<file path="src/b2s_pkg.sv">
// Shared constants, types and the message schedule for the BLAKE2s engine.
package b2s_pkg;

  typedef logic [31:0] word_t;
  typedef logic [3:0][31:0] row_t;

  // One column of the working vector: the four words that a mixing step touches.
  typedef struct packed {
    word_t a;
    word_t b;
    word_t c;
    word_t d;
  } quad_t;

  localparam logic [7:0][31:0] B2S_IV = {
    32'h5BE0CD19, 32'h1F83D9AB, 32'h9B05688C, 32'h510E527F,
    32'hA54FF53A, 32'h3C6EF372, 32'hBB67AE85, 32'h6A09E667
  };

  // Configuration register indexes.
  localparam logic [1:0] REG_DLEN = 2'd0;
  localparam logic [1:0] REG_KLEN = 2'd1;
  localparam logic [1:0] REG_SALT = 2'd2;

  localparam logic [3:0] LAST_ROUND = 4'd9;
  localparam logic [6:0] BLOCK_BYTES = 7'd64;
  localparam logic [5:0] MAX_DIGEST = 6'd32;
  localparam logic [5:0] MAX_KEY = 6'd32;
  localparam logic [2:0] WORD_BYTES = 3'd4;

  // Message word index used by round r at step s (two steps per mixing call).
  function automatic logic [3:0] sigma(input logic [3:0] r, input logic [3:0] s);
    logic [63:0] row;
    case (r)
      4'd0: row = 64'hFEDCBA9876543210;
      4'd1: row = 64'h357B20C16DF984AE;
      4'd2: row = 64'h491763EADF250C8B;
      4'd3: row = 64'h8F04A562EBCD1397;
      4'd4: row = 64'hD386CB1EFA427509;
      4'd5: row = 64'h91EF57D438B0A6C2;
      4'd6: row = 64'hB8293670A4DEF15C;
      4'd7: row = 64'hA2684F05931CE7BD;
      4'd8: row = 64'h5A417D2C803B9EF6;
      4'd9: row = 64'h0DC3E9BF5167482A;
      default: row = 64'h0;
    endcase
    return row[{s, 2'b00} +: 4];
  endfunction

endpackage

</file>
<file path="src/b2s_mix.sv">
// Shared mixing unit: one half of the BLAKE2s G function per cycle.
module b2s_mix (
  input  b2s_pkg::quad_t q_i,
  input  b2s_pkg::word_t x_i,
  input  logic           second_i,
  output b2s_pkg::quad_t q_o
);

  b2s_pkg::word_t a1;
  b2s_pkg::word_t d0;
  b2s_pkg::word_t d1;
  b2s_pkg::word_t c1;
  b2s_pkg::word_t b0;
  b2s_pkg::word_t b1;

  always_comb begin
    a1 = q_i.a + q_i.b + x_i;
    d0 = q_i.d ^ a1;
    // First half rotates by 16 and 12, second half by 8 and 7.
    d1 = second_i ? {d0[7:0], d0[31:8]} : {d0[15:0], d0[31:16]};
    c1 = q_i.c + d1;
    b0 = q_i.b ^ c1;
    b1 = second_i ? {b0[6:0], b0[31:7]} : {b0[11:0], b0[31:12]};
    q_o.a = a1;
    q_o.b = b1;
    q_o.c = c1;
    q_o.d = d1;
  end

endmodule

</file>
<file path="src/blake2s_hash_engine.sv">
// Top level of the BLAKE2s hash engine: buffer, sequencer, chain and digest output.
//
//  Channel | Ports                      | Contents
//  in      | in_tvalid/tready/tdata/tlast  | tdata: message_word, byte_count; tlast: end
//  out     | out_tvalid/tready/tdata/tlast | tdata: digest_word, digest_bytes; tlast: last
//  cfg     | cfg_we/cfg_index/cfg_wdata    | digest_length, key_length, salt_value
//
// An item is taken in ST_IDLE and its valid bytes are written one by one in ST_PUT.
// Every 64 bytes that are followed by more data cost one block compression:
// ST_PUT sees the full buffer, ST_PRE primes the buffer read, ST_COMP runs 160
// half-G steps on the single mixing unit and ST_FIN folds the vector into the
// chain. The last item adds the final compression and then one digest word per
// transfer. The engine takes no item while it works or while digest words wait;
// out_tready low simply holds the current word. Reset (rst_n low, synchronous)
// clears the sequencer and counters and returns the configuration to its defaults.
module blake2s_hash_engine (
  input  logic        clk,
  input  logic        rst_n,
  input  logic        in_tvalid,
  output logic        in_tready,
  input  logic [39:0] in_tdata,   // [31:0] message_word, [34:32] byte_count, [39:35] zero
  input  logic        in_tlast,
  output logic        out_tvalid,
  input  logic        out_tready,
  output logic [39:0] out_tdata,  // [31:0] digest_word, [34:32] digest_bytes, [39:35] zero
  output logic        out_tlast,
  input  logic        cfg_we,
  input  logic [1:0]  cfg_index,
  input  logic [63:0] cfg_wdata
);

  typedef enum logic [2:0] {
    ST_IDLE, ST_PUT, ST_PRE, ST_COMP, ST_FIN, ST_OUT
  } state_t;

  localparam logic [5:0] MAX_DIGEST_C = b2s_pkg::MAX_DIGEST;

  state_t state_r;

  // Configuration registers.
  logic [5:0]  dlen_r;
  logic [5:0]  klen_r;
  logic [63:0] salt_r;

  always_ff @(posedge clk) begin
    if (!rst_n) begin
      dlen_r <= MAX_DIGEST_C;
      klen_r <= '0;
      salt_r <= '0;
    end else if (cfg_we) begin
      unique case (cfg_index)
        b2s_pkg::REG_DLEN: dlen_r <= cfg_wdata[5:0];
        b2s_pkg::REG_KLEN: klen_r <= cfg_wdata[5:0];
        b2s_pkg::REG_SALT: salt_r <= cfg_wdata;
        default: ;
      endcase
    end
  end

  // Message state.
  logic [63:0]    ctr_r;
  logic [6:0]     fill_r;
  logic [7:0][31:0] h_r;
  logic [5:0]     adlen_r;
  logic [31:0]    word_r;
  logic [2:0]     cnt_r;
  logic [2:0]     k_r;
  logic           eom_r;
  logic           final_r;

  // Compression state: the 4x4 vector as four rows, column 0 feeds the mixer.
  b2s_pkg::row_t  va_r, vb_r, vc_r, vd_r;
  logic [3:0]     rnd_r;
  logic [3:0]     step_r;
  logic [2:0]     ok_r;

  // Block buffer with byte writes and a registered word read.
  logic [31:0] buf_mem [16];
  logic [3:0]  rd_addr;
  logic [3:0]  rd_addr_r;
  logic [31:0] msg_r;
  logic [31:0] msg_m;
  logic        buf_we;

  assign buf_we = (state_r == ST_PUT) && (k_r != cnt_r) && (fill_r != b2s_pkg::BLOCK_BYTES);

  always_ff @(posedge clk) begin
    if (buf_we) begin
      buf_mem[fill_r[5:2]][{fill_r[1:0], 3'b000} +: 8] <= word_r[{k_r[1:0], 3'b000} +: 8];
    end
    msg_r     <= buf_mem[rd_addr];
    rd_addr_r <= rd_addr;
  end

  // Zero padding of the final block: bytes at or past the fill read as zero.
  always_comb begin
    for (int j = 0; j < 4; j++) begin
      if (final_r && ({1'b0, rd_addr_r, j[1:0]} >= fill_r)) begin
        msg_m[8*j +: 8] = 8'h00;
      end else begin
        msg_m[8*j +: 8] = msg_r[8*j +: 8];
      end
    end
  end

  // Next schedule position and its message word address.
  logic [3:0] rnd_nx;
  logic [3:0] step_nx;

  always_comb begin
    if (step_r == 4'd15) begin
      rnd_nx  = rnd_r + 4'd1;
      step_nx = 4'd0;
    end else begin
      rnd_nx  = rnd_r;
      step_nx = step_r + 4'd1;
    end
    if (state_r == ST_PRE) begin
      rd_addr = b2s_pkg::sigma(4'd0, 4'd0);
    end else begin
      rd_addr = b2s_pkg::sigma(rnd_nx, step_nx);
    end
  end

  // Mixing unit on column 0.
  b2s_pkg::quad_t mix_in;
  b2s_pkg::quad_t mix_out;

  assign mix_in.a = va_r[0];
  assign mix_in.b = vb_r[0];
  assign mix_in.c = vc_r[0];
  assign mix_in.d = vd_r[0];

  b2s_mix u_mix (
    .q_i      (mix_in),
    .x_i      (msg_m),
    .second_i (step_r[0]),
    .q_o      (mix_out)
  );

  function automatic b2s_pkg::row_t rotl(input b2s_pkg::row_t r, input logic [1:0] n);
    b2s_pkg::row_t o;
    for (int i = 0; i < 4; i++) begin
      o[i] = r[i[1:0] + n];
    end
    return o;
  endfunction

  // Row rotations after a step: the second half of each G moves to the next
  // column; after the column pass rows are skewed into diagonals, and the
  // skew is undone after the diagonal pass.
  logic [1:0] ra, rb, rc, rd;
  b2s_pkg::row_t ma, mb, mc, md;

  always_comb begin
    ma = va_r; mb = vb_r; mc = vc_r; md = vd_r;
    ma[0] = mix_out.a;
    mb[0] = mix_out.b;
    mc[0] = mix_out.c;
    md[0] = mix_out.d;
    if (!step_r[0]) begin
      ra = 2'd0; rb = 2'd0; rc = 2'd0; rd = 2'd0;
    end else if (step_r == 4'd7) begin
      ra = 2'd1; rb = 2'd2; rc = 2'd3; rd = 2'd0;
    end else if (step_r == 4'd15) begin
      ra = 2'd1; rb = 2'd0; rc = 2'd3; rd = 2'd2;
    end else begin
      ra = 2'd1; rb = 2'd1; rc = 2'd1; rd = 2'd1;
    end
  end

  // Chain reload values from the configuration.
  logic [5:0]  dl_c;
  logic [5:0]  kl_c;
  logic [2:0]  cnt_c;
  logic [7:0][31:0] h_init_c;

  always_comb begin
    dl_c = dlen_r;
    if (dlen_r == 6'd0) dl_c = 6'd1;
    if (dlen_r > b2s_pkg::MAX_DIGEST) dl_c = b2s_pkg::MAX_DIGEST;
    kl_c = (klen_r > b2s_pkg::MAX_KEY) ? b2s_pkg::MAX_KEY : klen_r;
    cnt_c = (in_tdata[34:32] > b2s_pkg::WORD_BYTES) ? b2s_pkg::WORD_BYTES : in_tdata[34:32];
    // The parameter word goes into chain word 0 and the salt into words 4 and 5.
    h_init_c    = b2s_pkg::B2S_IV;
    h_init_c[0] = b2s_pkg::B2S_IV[0] ^ {8'h01, 8'h01, 2'b00, kl_c, 2'b00, dl_c};
    h_init_c[4] = b2s_pkg::B2S_IV[4] ^ salt_r[31:0];
    h_init_c[5] = b2s_pkg::B2S_IV[5] ^ salt_r[63:32];
  end

  // Digest output.
  logic [5:0]  left_c;
  logic [2:0]  nb_c;
  logic [31:0] dw_c;

  always_comb begin
    left_c = adlen_r - {1'b0, ok_r, 2'b00};
    nb_c   = (left_c > 6'd4) ? b2s_pkg::WORD_BYTES : left_c[2:0];
    for (int j = 0; j < 4; j++) begin
      dw_c[8*j +: 8] = (j[2:0] < nb_c) ? h_r[ok_r][8*j +: 8] : 8'h00;
    end
  end

  assign in_tready  = (state_r == ST_IDLE);
  assign out_tvalid = (state_r == ST_OUT);
  assign out_tdata  = {5'b0, nb_c, dw_c};
  assign out_tlast  = (left_c <= 6'd4);

  always_ff @(posedge clk) begin
    if (!rst_n) begin
      state_r <= ST_IDLE;
      ctr_r   <= '0;
      fill_r  <= '0;
      k_r     <= '0;
      cnt_r   <= '0;
      eom_r   <= 1'b0;
      final_r <= 1'b0;
      rnd_r   <= '0;
      step_r  <= '0;
      ok_r    <= '0;
      adlen_r <= MAX_DIGEST_C;
    end else begin
      unique case (state_r)
        ST_IDLE: begin
          if (in_tvalid) begin
            word_r <= in_tdata[31:0];
            cnt_r  <= cnt_c;
            eom_r  <= in_tlast;
            k_r    <= '0;
            state_r <= ST_PUT;
            // A new message starts when nothing has been taken in yet.
            if ((ctr_r == 64'd0) && (fill_r == 7'd0)) begin
              adlen_r <= dl_c;
              h_r     <= h_init_c;
            end
          end
        end
        ST_PUT: begin
          if (k_r == cnt_r) begin
            if (eom_r) begin
              ctr_r   <= ctr_r + {57'd0, fill_r};
              final_r <= 1'b1;
              state_r <= ST_PRE;
            end else begin
              state_r <= ST_IDLE;
            end
          end else if (fill_r == b2s_pkg::BLOCK_BYTES) begin
            // A full block followed by another byte: compress it first.
            ctr_r   <= ctr_r + 64'd64;
            fill_r  <= '0;
            final_r <= 1'b0;
            state_r <= ST_PRE;
          end else begin
            fill_r <= fill_r + 7'd1;
            k_r    <= k_r + 3'd1;
          end
        end
        ST_PRE: begin
          va_r <= h_r[3:0];
          vb_r <= h_r[7:4];
          vc_r <= b2s_pkg::B2S_IV[3:0];
          vd_r <= {b2s_pkg::B2S_IV[7],
                   b2s_pkg::B2S_IV[6] ^ {32{final_r}},
                   b2s_pkg::B2S_IV[5] ^ ctr_r[63:32],
                   b2s_pkg::B2S_IV[4] ^ ctr_r[31:0]};
          rnd_r  <= '0;
          step_r <= '0;
          state_r <= ST_COMP;
        end
        ST_COMP: begin
          va_r <= rotl(ma, ra);
          vb_r <= rotl(mb, rb);
          vc_r <= rotl(mc, rc);
          vd_r <= rotl(md, rd);
          rnd_r  <= rnd_nx;
          step_r <= step_nx;
          if ((rnd_r == b2s_pkg::LAST_ROUND) && (step_r == 4'd15)) begin
            state_r <= ST_FIN;
          end
        end
        ST_FIN: begin
          for (int i = 0; i < 4; i++) begin
            h_r[i]     <= h_r[i] ^ va_r[i] ^ vc_r[i];
            h_r[i + 4] <= h_r[i + 4] ^ vb_r[i] ^ vd_r[i];
          end
          ok_r <= '0;
          state_r <= final_r ? ST_OUT : ST_PUT;
        end
        ST_OUT: begin
          if (out_tready) begin
            if (left_c <= 6'd4) begin
              ctr_r   <= '0;
              fill_r  <= '0;
              final_r <= 1'b0;
              state_r <= ST_IDLE;
            end else begin
              ok_r <= ok_r + 3'd1;
            end
          end
        end
        default: state_r <= ST_IDLE;
      endcase
    end
  end

endmodule

</file>
<file path="config.mk">
export PLATFORM = sky130hd
export DESIGN_NAME = blake2s_hash_engine
export DESIGN_NICKNAME = d
export VERILOG_FILES = /design/src/b2s_pkg.sv /design/src/b2s_mix.sv /design/src/blake2s_hash_engine.sv
export SDC_FILE = /design/constraint.sdc
export NUM_CORES = 2
export LEC_CHECK = 0
export BUFFER_PORTS_ARGS = -buffer_cell sky130_fd_sc_hd__buf_2
export CAP_MARGIN = 5
export CORE_AREA = 5 5 437 546
export DETAILED_ROUTE_END_ITERATION = 10
export DIE_AREA = 0 0 442 551
export SYNTH_ARGS = -nofsm -noshare
export SYNTH_HDL_FRONTEND = slang
export SYNTH_SLANG_ARGS = --single-unit
</file>
<file path="constraint.sdc">
create_clock -name clk -period 35.4 [get_ports clk]
set_clock_uncertainty 0.2 [all_clocks]
set_input_delay 1.77 -clock clk [delete_from_list [all_inputs] [get_ports clk]]
set_output_delay 1.77 -clock clk [all_outputs]
set_load 0.005 [all_outputs]
</file>
==> results.cfg <==
[grt]
grt_pass1_wl_um = 407700
grt_max_degree = 188
overflow = 0
grt.total_usage_pct = 22.35
grt_pass1_vias = 58540
antenna_found_initial = 12

[setup_path]
worst_path_largest_cell_delay_ns = 0.94
cp-start-kind = register
critPathCaptureType = register
regToRegEndpoint = mb[118]$_DFFE_PP_
cp_slowest_cell = a311oi_1
r2r_start = fill_r[0]$_SDFFE_PN0P_
rrSetupSlack_ns = 23.39
worst_ep_arrival_time_ns = 12.35
ff2ff_path_depth = 31
criticalPathCategory = register to register
worst-path-max-fanout = 12
worst_path_most_repeated_cell = o21ai_0
cp.required_ns = 35.74

[cts]
clockBufferDepth = 3
insertion_delay_ns = 0.84
cts_tree = yes
cts_buffers = 158
cts-htree-levels = 4
cts_hold_buffers = 0
cts_setup_buffers = 0
clockRootBuffer = clkbuf_16
cts_sinks = 1523
clkTransAtPathRegs_ns = 0.06
cts_resized = 0

[floorplan]
io_pins = 155
start_util_pct = 34.77
fp.dieW_um = 442
chipHeight_um = 551
die_area_um2 = 243500
num_rows = 198
coreArea_um2 = 232600

[worst_hold_path]
hp-class = register to register
hp-start = salt_r[15]$_SDFFE_PN0P_
hold_depth = 2
hold_end = salt_r[15]$_SDFFE_PN0P_

[route]
drt-total-wl_um = 283100
via_per_inst = 5.722
vias = 61820
firstDrtPassIters = 7
drc = 0
wl_per_cell_um = 26.20
drt_iter0_drc = 7272
ant_nets = 0

[place]
finalWeightedCongestion = 0.9465
dp_hpwl_um = 191300
port_buffers = 144

[sta]
fin_tns_setup_ns = 0
holdWs_ns = 0.2634
min_period_ns = 12.01
period_share_pct = 33.93
hold_viol = 0
clock.fmax_mhz = 83.26
rsz0062_at_grt = no
setup_violations = 0
final_max_slew_viol_count = 0
max_slew_margin_pct = 12.48
worst_pin_slew_ns = 1.308

[final_layout]
drive_above_1_share_pct = 8.544
layout_common_cells = 1503 x nand2_1, 1312 x edfxtp_1, 547 x nor2_1, 531 x o21ai_0, 397 x a21oi_1
final_common_cell = nand2_1
seq_area_um2 = 43630
nNetsFinal = 7819
area_delta_synth_final_pct = 10.94
multi_input_area_um2 = 35210
nFillCells = 22410

[yosys]
synth_area_um2 = 80890
yosys_warnings = 0
synthCells = 7661
synth_edf_count = 1312
seq_area_frac_synth_pct = 53.92
ys_ff_latch = 1523
synth-async-reset-ratio_pct = 0
postSynthAreaPerCell_um2 = 10.56
synth_cell_types = 92
synthFlopType = edfxtp_1

[power]
p_leak_uw = 0.02997
p_per_area_nw_per_um2 = 70.71
irDropWorstVdd_v = 0.00007585

[outcome]
run_status = completed

[flow_run]
cap_viol_max_count = 0
==> stage by stage <==
stage               worst slack, ns  power, µW  instances  instance area, µm²  utilization (%)
CTS                           23.52       6307      10800               89730            38.57
floorplan                     5.401       3564       7665               80910                -
global route                  22.86       6531      10800               89740            38.58
global placement              23.65       4611      10510               84640            36.38
detailed placement            23.53       4632      10510               84640            36.38
finish                        23.39       6346      10800               89750            38.58
==> critical path, delay by kind of cell, from the launching register on <==
kind | cells | cell delay [ns]
AOI/OAI and AO/OA | 17 | 6.32
xor gates and xnor gates | 2 | 0.99
adders and majority gates | 4 | 1.58
buffers and inverters | 1 | 0.23
DFF | 1 | 0.62
and+or+nand+nor | 7 | 1.79
==> cells in the mapped netlist (12+ instances only) <==
cell | instances | area, µm²
a2111oi_2 | 31 | 465.5
a211oi_1 | 71 | 533.0
a21boi_0 | 76 | 570.6
a21o_1 | 39 | 292.8
a21oi_1 | 398 | 1992
a221oi_1 | 39 | 341.6
a222oi_1 | 12 | 120.1
a22o_1 | 19 | 166.4
a22oi_1 | 56 | 420.4
a311oi_1 | 12 | 105.1
a31oi_1 | 44 | 275.3
a32o_1 | 32 | 320.3
a32oi_1 | 37 | 324.1
and2_1 | 79 | 494.2
and3_1 | 81 | 506.7
buf_1 | 59 | 221.5
buf_2 | 33 | 165.2
buf_4 | 21 | 157.7
clkbuf_1 | 392 | 1471
dfxtp_1 | 211 | 4224
edfxtp_1 | 1312 | 39400
fa_1 | 35 | 700.7
ha_1 | 100 | 1251
inv_1 | 58 | 217.7
mux2i_1 | 304 | 3043
mux4_2 | 72 | 1622
nand2_1 | 1508 | 5660
nand2b_1 | 25 | 156.4
nand3_1 | 210 | 1051
nand4_1 | 26 | 162.7
nor2_1 | 553 | 2076
nor2b_1 | 61 | 381.6
nor3_1 | 44 | 220.2
nor4_1 | 28 | 175.2
o211ai_1 | 53 | 397.9
o21a_1 | 13 | 97.59
o21ai_0 | 534 | 2673
o21bai_1 | 14 | 105.1
o221ai_1 | 23 | 201.4
o22ai_1 | 40 | 250.2
o31ai_1 | 16 | 120.1
or3_1 | 26 | 162.7
xnor2_1 | 393 | 3442
xor2_1 | 309 | 2706
==> worst max path at each step <==
stage / start / endpoint / slack (ns) / depth (start not counted)
2_1_floorplan: rst_n / h_r[0]$_DFFE_PP_ / 5.40 / 2
3_3_place_gp: fill_r[0]$_SDFFE_PN0P_ / mb[118]$_DFFE_PP_ / 23.65 / 31
3_5_place_dp: fill_r[0]$_SDFFE_PN0P_ / mb[118]$_DFFE_PP_ / 23.53 / 31
4_1_cts: fill_r[0]$_SDFFE_PN0P_ / mb[118]$_DFFE_PP_ / 23.52 / 31
5_1_grt: fill_r[0]$_SDFFE_PN0P_ / mb[118]$_DFFE_PP_ / 22.86 / 31
6_report: fill_r[0]$_SDFFE_PN0P_ / mb[118]$_DFFE_PP_ / 23.39 / 31
==> power by group <==
part           internal [µW]  switching [µW]  total, µW
clock                    945             736       1680
combinational            693            1790       2490
sequential              2100            80.8       2180
total                   3740            2610       6350
==> logic make-up (layout without fill, tap and decap cells) <==
| kind of cell | Yosys count | count (layout) | synth area share, % |
|---|---|---|---|
| and+or+nand+nor | 2696 | 2696 | 14.23 |
| AOI/OAI and AO/OA | 1643 | 1643 | 13.01 |
| DFF | 1523 | 1523 | 53.92 |
| xor gates and xnor gates | 707 | 707 | 7.749 |
| buffers and inverters | 577 | 613 | 2.863 |
| muxes | 379 | 379 | 5.808 |
| adders and majority gates | 135 | 135 | 2.413 |
| other | 1 | 8 | 0.004636 |
==> layer usage <==
layer  up-vias  share of wire, %  track usage [%]
met2      3166                46            36.19
li1      27510                 -                -
met1     30410                38            27.51
met5         -             0.029                0
met3       725               8.1            3.689
met4        12               8.2            15.22
==> layout make-up <==
| type | count | area share, % |
|---|---|---|
| clock inverter | 66 | 0.7654 |
| tap | 3100 | 4.322 |
| multi-input combinational | 5565 | 39.24 |
| sequential | 1523 | 48.62 |
| inverter | 68 | 0.2970 |
| timing repair buffer | 256 | 1.844 |
| antenna | 3 | 0.008365 |
| clock buffer | 223 | 4.909 |
==> state kept, by name (all words and copies together) (netlist names), 6 cells and up, named ones only <==
signal	cells
ma	65
mix_in	128
mc	96
word_r	32
ctr_r	64
klen_r	6
fill_r	7
salt_r	64
mb	96
msg_r	32
md	96
buf_mem	512
dlen_r	6
h_r	256
adlen_r	6
No activity file was read; power rests on OpenSTA's default activity.
